## config.mk

```make
export PLATFORM = sky130hd
export DESIGN_NAME = string_to_u64_parser
export DESIGN_NICKNAME = d
export VERILOG_FILES = /design/src/rtl/s2u64_pkg.sv /design/src/rtl/s2u64_mac.sv /design/src/rtl/s2u64_core.sv /design/src/rtl/string_to_u64_parser.sv
export SDC_FILE = /design/constraint.sdc
export NUM_CORES = 2
export LEC_CHECK = 0
export BUFFER_PORTS_ARGS = -buffer_cell sky130_fd_sc_hd__buf_2
export CORE_MARGIN = 2
export CORE_UTILIZATION = 65
export DETAILED_ROUTE_END_ITERATION = 12
export GPL_ROUTABILITY_DRIVEN = 0
export PLACE_DENSITY = 0.86
export SKIP_LAST_GASP = 1
export SLEW_MARGIN = 15
export SYNTH_ARGS = -nofsm -noshare
export SYNTH_HDL_FRONTEND = slang
export SYNTH_SLANG_ARGS = --single-unit
```

## constraint.sdc

```tcl
create_clock -name clk -period 13.65 [get_ports clk]
set_input_delay 0 -clock clk [delete_from_list [all_inputs] [get_ports clk]]
set_output_delay 0 -clock clk [all_outputs]
set_load 0.02 [all_outputs]
```

## src/rtl/s2u64_pkg.sv

```systemverilog
// ----------------------------------------------------------------------------
// String to u64 parser package
// Types, codes, character constants and the digit decoder of the parser.
// ----------------------------------------------------------------------------
`timescale 1ns / 1ps

package s2u64_pkg;

	localparam int POS_WIDTH_DEF = 16;

	localparam logic [5:0] MAX_BASE  = 6'(10 + 8'("Z") - 8'("A") + 1);
	localparam logic [5:0] NOT_DIGIT = 6'd63;
	localparam logic [5:0] BASE_DEC  = 6'd10;
	localparam logic [5:0] BASE_OCT  = 6'd8;
	localparam logic [5:0] BASE_HEX  = 6'd16;
	localparam logic [5:0] BASE_AUTO = 6'd0;
	localparam logic [5:0] BASE_ONE  = 6'd1;

	localparam logic [7:0] CH_SPACE   = 8'h20;
	localparam logic [7:0] CH_TAB     = 8'h09;
	localparam logic [7:0] CH_CR      = 8'h0D;
	localparam logic [7:0] CH_MINUS   = 8'h2D;
	localparam logic [7:0] CH_PLUS    = 8'h2B;
	localparam logic [7:0] CH_ZERO    = 8'h30;
	localparam logic [7:0] CH_NINE    = 8'h39;
	localparam logic [7:0] CH_UPPER_A = 8'h41;
	localparam logic [7:0] CH_UPPER_Z = 8'h5A;
	localparam logic [7:0] CH_LOWER_A = 8'h61;
	localparam logic [7:0] CH_LOWER_Z = 8'h7A;
	localparam logic [7:0] CH_LOWER_X = 8'h78;
	localparam logic [7:0] CH_UPPER_X = 8'h58;

	localparam logic [1:0] ST_OK       = 2'd0;
	localparam logic [1:0] ST_NO_DIGIT = 2'd1;
	localparam logic [1:0] ST_BAD_BASE = 2'd2;
	localparam logic [1:0] ST_OVERFLOW = 2'd3;

	typedef enum logic [2:0] {
		PH_IDLE,
		PH_SPACE,
		PH_SIGNED,
		PH_ZERO,
		PH_PREFIX,
		PH_DIGITS,
		PH_DONE
	} phase_t;

	typedef struct packed {
		logic        emit;
		logic [63:0] value;
		logic [15:0] stop_index;
		logic [1:0]  status;
	} res_t;

	function automatic logic [5:0] digit_value(input logic [7:0] c);
		logic [5:0] d;
		d = NOT_DIGIT;
		if (c inside {[CH_ZERO:CH_NINE]}) begin
			d = 6'(c - CH_ZERO);
		end else if (c inside {[CH_UPPER_A:CH_UPPER_Z]}) begin
			d = 6'(c - CH_UPPER_A + 8'd10);
		end else if (c inside {[CH_LOWER_A:CH_LOWER_Z]}) begin
			d = 6'(c - CH_LOWER_A + 8'd10);
		end
		return d;
	endfunction

endpackage

```

## src/rtl/s2u64_mac.sv

```systemverilog
// ----------------------------------------------------------------------------
// Digit multiply-add
// Computes acc * base + digit and flags a result that does not fit 64 bits.
// ----------------------------------------------------------------------------
`timescale 1ns / 1ps

module s2u64_mac (
	input  logic [63:0] acc,
	input  logic [5:0]  base,
	input  logic [5:0]  digit,
	output logic [63:0] sum,
	output logic        ovf
);

	logic [69:0] prod;
	logic [70:0] total;

	assign prod  = 70'(acc) * 70'(base);
	assign total = 71'(prod) + 71'(digit);
	assign sum   = total[63:0];
	assign ovf   = |total[70:64];

endmodule

```

## src/rtl/s2u64_core.sv

```systemverilog
// ----------------------------------------------------------------------------
// Parser core
// Phase sequencer and number state; processes one character per enabled cycle.
// ----------------------------------------------------------------------------
`timescale 1ns / 1ps

module s2u64_core #(
	parameter int POS_WIDTH = s2u64_pkg::POS_WIDTH_DEF
) (
	input  logic              clk,
	input  logic              arst_n,
	input  logic              en,
	input  logic [7:0]        ch,
	input  logic              first,
	input  logic [5:0]        radix,
	output s2u64_pkg::res_t   res
);

	localparam logic [POS_WIDTH-1:0] POS_MAX = '1;

	s2u64_pkg::phase_t      phase_q, phase_d, cur_phase;
	logic [63:0]            acc_q, acc_d, cur_acc;
	logic                   ovf_q, ovf_d, cur_ovf;
	logic                   neg_q, neg_d, cur_neg;
	logic [5:0]             base_q, base_d, cur_base;
	logic [POS_WIDTH-1:0]   pos_q, pos_d, cur_pos;

	logic                   bad_radix;
	logic                   live;
	logic [5:0]             dig;
	logic                   is_ws;
	logic                   is_sign;
	logic                   is_x;
	logic                   zero_pfx;
	logic [5:0]             fd_base;
	logic [5:0]             z_base;
	logic [5:0]             add_base;
	logic                   add_stop;
	logic                   fd_stop;
	logic [63:0]            mac_sum;
	logic                   mac_ovf;
	logic [63:0]            fin_value;
	logic [31:0]            pos_wide;
	logic [15:0]            stop_sat;

	always_comb begin
		bad_radix = (radix == s2u64_pkg::BASE_ONE) || (radix > s2u64_pkg::MAX_BASE);
		cur_phase = first ? s2u64_pkg::PH_SPACE : phase_q;
		cur_base  = first ? radix : base_q;
		cur_acc   = first ? 64'd0 : acc_q;
		cur_ovf   = first ? 1'b0 : ovf_q;
		cur_neg   = first ? 1'b0 : neg_q;
		if (first) begin
			cur_pos = '0;
		end else if (pos_q == POS_MAX) begin
			cur_pos = pos_q;
		end else begin
			cur_pos = pos_q + POS_WIDTH'(1);
		end
		if (first) begin
			live = !bad_radix;
		end else begin
			live = (phase_q != s2u64_pkg::PH_IDLE) && (phase_q != s2u64_pkg::PH_DONE);
		end
		dig      = s2u64_pkg::digit_value(ch);
		is_ws    = (ch == s2u64_pkg::CH_SPACE) ||
			(ch inside {[s2u64_pkg::CH_TAB:s2u64_pkg::CH_CR]});
		is_sign  = (ch == s2u64_pkg::CH_MINUS) || (ch == s2u64_pkg::CH_PLUS);
		is_x     = (ch == s2u64_pkg::CH_LOWER_X) || (ch == s2u64_pkg::CH_UPPER_X);
		zero_pfx = (ch == s2u64_pkg::CH_ZERO) &&
			((cur_base == s2u64_pkg::BASE_AUTO) || (cur_base == s2u64_pkg::BASE_HEX));
		fd_base  = (cur_base == s2u64_pkg::BASE_AUTO) ? s2u64_pkg::BASE_DEC : cur_base;
		z_base   = (cur_base == s2u64_pkg::BASE_AUTO) ? s2u64_pkg::BASE_OCT : cur_base;
		add_base = (cur_phase == s2u64_pkg::PH_ZERO) ? z_base : cur_base;
		add_stop = dig >= add_base;
		fd_stop  = dig >= fd_base;
		if (cur_ovf) begin
			fin_value = '1;
		end else if (cur_neg) begin
			fin_value = ~cur_acc + 64'd1;
		end else begin
			fin_value = cur_acc;
		end
		pos_wide = 32'(cur_pos);
		stop_sat = (pos_wide > 32'h0000FFFF) ? 16'hFFFF : pos_wide[15:0];
	end

	s2u64_mac u_mac (
		.acc   (cur_acc),
		.base  (add_base),
		.digit (dig),
		.sum   (mac_sum),
		.ovf   (mac_ovf)
	);

	always_comb begin
		phase_d = phase_q;
		if (en && first && bad_radix) begin
			phase_d = s2u64_pkg::PH_DONE;
		end else if (en && live) begin
			case (cur_phase)
				s2u64_pkg::PH_SPACE: begin
					if (is_ws) begin
						phase_d = s2u64_pkg::PH_SPACE;
					end else if (is_sign) begin
						phase_d = s2u64_pkg::PH_SIGNED;
					end else if (zero_pfx) begin
						phase_d = s2u64_pkg::PH_ZERO;
					end else if (fd_stop) begin
						phase_d = s2u64_pkg::PH_DONE;
					end else begin
						phase_d = s2u64_pkg::PH_DIGITS;
					end
				end
				s2u64_pkg::PH_SIGNED: begin
					if (zero_pfx) begin
						phase_d = s2u64_pkg::PH_ZERO;
					end else if (fd_stop) begin
						phase_d = s2u64_pkg::PH_DONE;
					end else begin
						phase_d = s2u64_pkg::PH_DIGITS;
					end
				end
				s2u64_pkg::PH_ZERO: begin
					if (is_x) begin
						phase_d = s2u64_pkg::PH_PREFIX;
					end else if (add_stop) begin
						phase_d = s2u64_pkg::PH_DONE;
					end else begin
						phase_d = s2u64_pkg::PH_DIGITS;
					end
				end
				s2u64_pkg::PH_PREFIX: begin
					if (dig >= s2u64_pkg::BASE_HEX) begin
						phase_d = s2u64_pkg::PH_DONE;
					end else begin
						phase_d = s2u64_pkg::PH_DIGITS;
					end
				end
				s2u64_pkg::PH_DIGITS: begin
					if (add_stop) begin
						phase_d = s2u64_pkg::PH_DONE;
					end else begin
						phase_d = s2u64_pkg::PH_DIGITS;
					end
				end
				default: begin
					phase_d = phase_q;
				end
			endcase
		end
	end

	always_comb begin
		acc_d  = acc_q;
		ovf_d  = ovf_q;
		neg_d  = neg_q;
		base_d = base_q;
		pos_d  = pos_q;
		res    = '{emit: 1'b0, value: 64'd0, stop_index: 16'd0, status: s2u64_pkg::ST_OK};
		if (en && first && bad_radix) begin
			acc_d      = cur_acc;
			ovf_d      = cur_ovf;
			neg_d      = cur_neg;
			base_d     = cur_base;
			pos_d      = cur_pos;
			res.emit   = 1'b1;
			res.status = s2u64_pkg::ST_BAD_BASE;
		end else if (en && live) begin
			acc_d  = cur_acc;
			ovf_d  = cur_ovf;
			neg_d  = cur_neg;
			base_d = cur_base;
			pos_d  = cur_pos;
			case (cur_phase)
				s2u64_pkg::PH_SPACE, s2u64_pkg::PH_SIGNED: begin
					if ((cur_phase == s2u64_pkg::PH_SPACE) && is_ws) begin
						acc_d = cur_acc;
					end else if ((cur_phase == s2u64_pkg::PH_SPACE) && is_sign) begin
						neg_d = (ch == s2u64_pkg::CH_MINUS);
					end else if (zero_pfx) begin
						acc_d = 64'd0;
					end else begin
						base_d = fd_base;
						if (fd_stop) begin
							res.emit   = 1'b1;
							res.status = s2u64_pkg::ST_NO_DIGIT;
						end else begin
							acc_d = 64'(dig);
						end
					end
				end
				s2u64_pkg::PH_ZERO, s2u64_pkg::PH_DIGITS: begin
					if ((cur_phase == s2u64_pkg::PH_ZERO) && is_x) begin
						base_d = s2u64_pkg::BASE_HEX;
					end else begin
						base_d = add_base;
						if (add_stop) begin
							res.emit       = 1'b1;
							res.value      = fin_value;
							res.stop_index = stop_sat;
							res.status     = cur_ovf ? s2u64_pkg::ST_OVERFLOW
								: s2u64_pkg::ST_OK;
						end else if (mac_ovf) begin
							ovf_d = 1'b1;
						end else begin
							acc_d = mac_sum;
						end
					end
				end
				s2u64_pkg::PH_PREFIX: begin
					if (dig >= s2u64_pkg::BASE_HEX) begin
						res.emit   = 1'b1;
						res.status = s2u64_pkg::ST_NO_DIGIT;
					end else begin
						acc_d = 64'(dig);
					end
				end
				default: begin
					acc_d = cur_acc;
				end
			endcase
		end
	end

	always_ff @(posedge clk or negedge arst_n) begin
		if (!arst_n) begin
			phase_q <= s2u64_pkg::PH_IDLE;
			acc_q   <= 64'd0;
			ovf_q   <= 1'b0;
			neg_q   <= 1'b0;
			base_q  <= s2u64_pkg::BASE_DEC;
			pos_q   <= '0;
		end else begin
			phase_q <= phase_d;
			acc_q   <= acc_d;
			ovf_q   <= ovf_d;
			neg_q   <= neg_d;
			base_q  <= base_d;
			pos_q   <= pos_d;
		end
	end

endmodule

```

## src/rtl/string_to_u64_parser.sv

```systemverilog
// ----------------------------------------------------------------------------
// String to u64 parser, one character per cycle with a registered result.
// Both rates hold only while a pending result is not stalled by out_ready.
// Throughput: one request per cycle, set by the single multiply-add feedback loop.
// Reset: clears all control state, sets the radix register to ten, phase to idle.
// ----------------------------------------------------------------------------
`timescale 1ns / 1ps

module string_to_u64_parser #(
	parameter int POS_WIDTH = s2u64_pkg::POS_WIDTH_DEF
) (
	input  logic        clk,
	input  logic        arst_n,
	input  logic        cfg_valid,
	output logic        cfg_ready,
	input  logic [5:0]  radix,
	input  logic        in_valid,
	output logic        in_ready,
	input  logic [7:0]  ch,
	input  logic        first,
	output logic        out_valid,
	input  logic        out_ready,
	output logic [63:0] value,
	output logic [15:0] stop_index,
	output logic [1:0]  status
);

	logic [5:0]        radix_reg_q;
	logic              valid_s1;
	logic [7:0]        ch_s1;
	logic              first_s1;
	logic              adv;
	s2u64_pkg::res_t   res;
	logic              out_valid_q;
	logic [63:0]       value_q;
	logic [15:0]       stop_q;
	logic [1:0]        status_q;

	assign cfg_ready = 1'b1;
	assign adv       = valid_s1 && (!out_valid_q || out_ready);
	assign in_ready  = !valid_s1 || adv;

	always_ff @(posedge clk or negedge arst_n) begin
		if (!arst_n) begin
			radix_reg_q <= s2u64_pkg::BASE_DEC;
		end else if (cfg_valid && cfg_ready) begin
			radix_reg_q <= radix;
		end
	end

	always_ff @(posedge clk or negedge arst_n) begin
		if (!arst_n) begin
			valid_s1 <= 1'b0;
		end else if (in_ready) begin
			valid_s1 <= in_valid;
		end
	end

	always_ff @(posedge clk) begin
		if (in_valid && in_ready) begin
			ch_s1    <= ch;
			first_s1 <= first;
		end
	end

	s2u64_core #(
		.POS_WIDTH (POS_WIDTH)
	) u_core (
		.clk    (clk),
		.arst_n (arst_n),
		.en     (adv),
		.ch     (ch_s1),
		.first  (first_s1),
		.radix  (radix_reg_q),
		.res    (res)
	);

	always_ff @(posedge clk or negedge arst_n) begin
		if (!arst_n) begin
			out_valid_q <= 1'b0;
		end else if (adv && res.emit) begin
			out_valid_q <= 1'b1;
		end else if (out_ready) begin
			out_valid_q <= 1'b0;
		end
	end

	always_ff @(posedge clk) begin
		if (adv && res.emit) begin
			value_q  <= res.value;
			stop_q   <= res.stop_index;
			status_q <= res.status;
		end
	end

	assign out_valid  = out_valid_q;
	assign value      = value_q;
	assign stop_index = stop_q;
	assign status     = status_q;

endmodule

```

==> metrics.yaml <==
status: "finished, final reports clean"
post-route-period-util: 0.697
cp_num_buf_inv: 6
cp-startpoint: "first_s1"
regArea_um2: 5220
crit_cells: 29
setup_viol: 0
cts-root-buf: "clkbuf_16"
yosysWarnings: 0
netlist.area_leader.share: 0.209
yosys.area_share.simple: 0.227
routed_wl_mm: 77.1
row_count: 70
layout_min_cycle_time_ps: 9510
seqPwrFrac: 0.301
drv_slew: 0
met3_usage: 0.130
die_height_um: 197
rrSetupSlack_ps: 4140
clock_latency_ps: 470
synth_area_um2: 24100
worstPathMaxFanout: 84
max_freq_mhz: 105
hold_viol: 0
drt_iter0_drc: 3113
muxShareOfSynthArea: 0.00706
r2r-end: "u_core.acc_q[37]"
ios: 105
synth_area_per_cell_um2: 8.99
endpoint_kind: "register"
power_switching_w: 0.00144
dr.pass1.iters: 10
fillCellCount: 2620
routedWlPerCell_um: 24.2
htree_levels: 4
crit_top_cell: "fa_1"
finalSetupTns_ps: 0
vias: 22172
start_util: 0.660
synth_fp_nets: 3123
antenna_found_initial: 9
timing.rr.start: "first_s1"
fin_area_um2: 25700
switching_share: 0.496
place_hpwl_mm: 55.0
cts_tree: "yes"
vias_per_cell: 6.97
clkTransAtPathRegs_ps: 80
cts_buffer_depth: 2
grt_pass1_vias: 22333
worst_ep_arrival_time_ps: 9930
worst_pin_slew_ps: 1290
cts-buffers-inserted: 17
grtUsageTotal: 0.405
grtUsageMet1: 0.514
postCtsSetupRepairBufs: 0
powerDensity_nw_per_um2: 113
p_int_w: 0.00146
synth_top_family_by_area: "adder cells"
synth-adder-area-share: 0.298
synthArstFlopShare: 0.521
hold_path_class: "input port to async pin"
p_comb_frac: 0.514
cp_top_family: "simple AND/OR/NAND/NOR gates"
multi_input_area_um2: 18000
clock_sinks: 190
synth_seq_cells: 190
synth_seq_area_share: 0.216
antenna_left: 0
area.growth.synth_to_final_pct: 6.58
worst_setup_path_start_kind: "register"
drc: 0
synth_compound_area_frac: 0.163
maxCapViolations: 0
grt_first_pass_wirelength_mm: 121
cts_resized: 0
synthTopCellsByArea: "fa_1 (21%), edfxtp_1 (11%), dfrtp_1 (9.9%)"
die_area_um2: 38600
synth_edf_count: 91
dominantRegCellSynth: "dfrtp_1"
critical_path_class: "register to register"
synthCells: 2680
skew_ps: 18.0
core_um2: 36500
io_buffers: 103
slowest_stage: "buf_4"
grt_setup_unrepaired: "no"
synth_area_leader_cell: "fa_1"
cp-endpoint: "u_core.acc_q[37]"
die_w_um: 197
placed_area_um2: 24800
grtUsageMet2: 0.599
drive_gt1_frac: 0.0775
rr_worst_depth: 29
grt_overflow: 0
ir_worst_vdd_mv: 0.0993
leakage_nw: 11.9
synthXorXnorAreaFrac: 0.0491
finalNetCount: 3139
grt_start_max_net_pins: 85
critPathMaxStageDelay_ps: 690
ys_types: 96
top_usage_layer: "met2"
clock_power_share: 0.185
cp.required_ps: 14060
max_slew_margin: 0.143
-- metal layers --
layer,wire [µm],vias to the layer above
met5,19,-
met4,5740,4
met3,11000,477
met2,32800,1832
met1,27600,10523
li1,-,9336
-- logic make-up after synthesis --
group / after synthesis
AOI/OAI and AO/OA: 639
muxes: 16
adders and majority gates: 423
other: 1
DFF: 190
xor gates and xnor gates: 135
buffers and inverters: 231
and+or+nand+nor: 1045
-- repair_timing --
| action | in CTS | in global routing |
|---|---|---|
| hold endpoints to repair | 47 | 0 |
| hold buffers | 25 | 0 |
| setup endpoints to repair | 0 | 0 |
-- metrics by stage --
| step | total power, W | worst slack (ps) | utilization | hold WS (ps) | std cells |
|---|---|---|---|---|---|
| 2_1_floorplan | 0.00179 | 6240 | - | -296 | 2680 |
| 3_3_place_gp | 0.00220 | 4470 | 0.678 | -49.6 | 3119 |
| 4_1_cts | 0.00280 | 3950 | 0.702 | 30.9 | 3176 |
| 6_report | 0.00290 | 4140 | 0.703 | 46.0 | 3181 |
| 3_5_place_dp | 0.00225 | 3990 | 0.678 | -34.5 | 3119 |
| 5_1_grt | 0.00300 | 3840 | 0.703 | 67.8 | 3179 |
-- worst register-to-register path: cells and delay by family, from the launching register on --
kind / cells / cell delay, ps
and+or+nand+nor: 9 / 2940
adders and majority gates: 5 / 2450
AOI/OAI and AO/OA: 9 / 2150
buffers and inverters: 6 / 1590
DFF: 1 / 340
-- cells in the mapped netlist, types with 7 or more instances --
library cell	count
o21a_1	8
nand2_1	223
a21oi_1	233
xor2_1	78
mux2i_1	8
a31oi_1	22
buf_1	7
buf_2	16
nand4_1	24
mux2_2	8
a22o_1	17
o221ai_1	7
nor3_1	56
clkbuf_1	125
ha_1	171
nor2_1	197
xnor2_1	57
o31ai_1	20
o22a_1	7
or3_1	10
o41ai_1	7
a211o_1	8
fa_1	252
o21bai_1	15
o21ai_0	151
o21ai_1	12
nor2b_1	81
nor4_1	11
and2_1	306
dfrtp_1	95
a21boi_0	9
inv_1	71
nand2b_1	21
o211ai_1	12
a211oi_1	12
edfxtp_1	91
a21o_1	32
and3_1	34
nand3_1	40
-- worst min path at each step --
stage,startpoint,endpoint,depth (start not counted)
3_5_place_dp,arst_n,radix_reg_q[5],1
4_1_cts,arst_n,u_core.base_q[4],2
2_1_floorplan,arst_n,out_valid,0
6_report,arst_n,u_core.acc_q[1],2
5_1_grt,arst_n,radix_reg_q[2],2
3_3_place_gp,arst_n,radix_reg_q[5],1
-- final cells by class --
cell class / count / share of cell area
well taps: 468 / 0.0228
repair buffers: 154 / 0.0383
clock buffers: 20 / 0.0190
diodes: 4 / 0.000390
clock inverters: 12 / 0.00507
flip-flops and latches: 190 / 0.203
inverters: 74 / 0.0108
multi-input cells: 2259 / 0.701
-- state kept, by name, summed over array words and instances (netlist names) --
name / count
u_core.pos_q: 16
u_core.ovf_q: 1
first_s1: 1
radix_reg_q: 6
u_core.neg_q: 1
u_core.base_q: 6
u_core.acc_q: 64
ch_s1: 8
value: 64
status: 2
u_core.phase_q: 3
out_valid: 1
valid_s1: 1
stop_index: 16
-- cells in the final DEF (no fill, tap or decap), drive strengths merged, types with 35 or more instances in the layout --
cell type  Yosys  layout
a21oi        237     237
and2         307     307
and3          35      35
buf           30     129
dfrtp         95      95
edfxtp        91      91
fa           252     252
ha           171     171
inv           72      82
nand2        224     224
nand3         41      41
nor2         198     198
nor2b         81      81
nor3          58      58
o21ai        163     163
xnor2         57      57
xor2          78      78
-- power by group through the flow --
stage	sequential, W	clock (W)	combinational [W]
after detailed placement	0.000872	0	0.00137
after floorplan	0.000849	0	0.000941
final	0.000873	0.000537	0.00149
after global routing	0.000879	0.000552	0.00157
after global placement	0.000867	0	0.00133
after CTS	0.000861	0.000532	0.00140
Power figures use the tool's default switching activity.
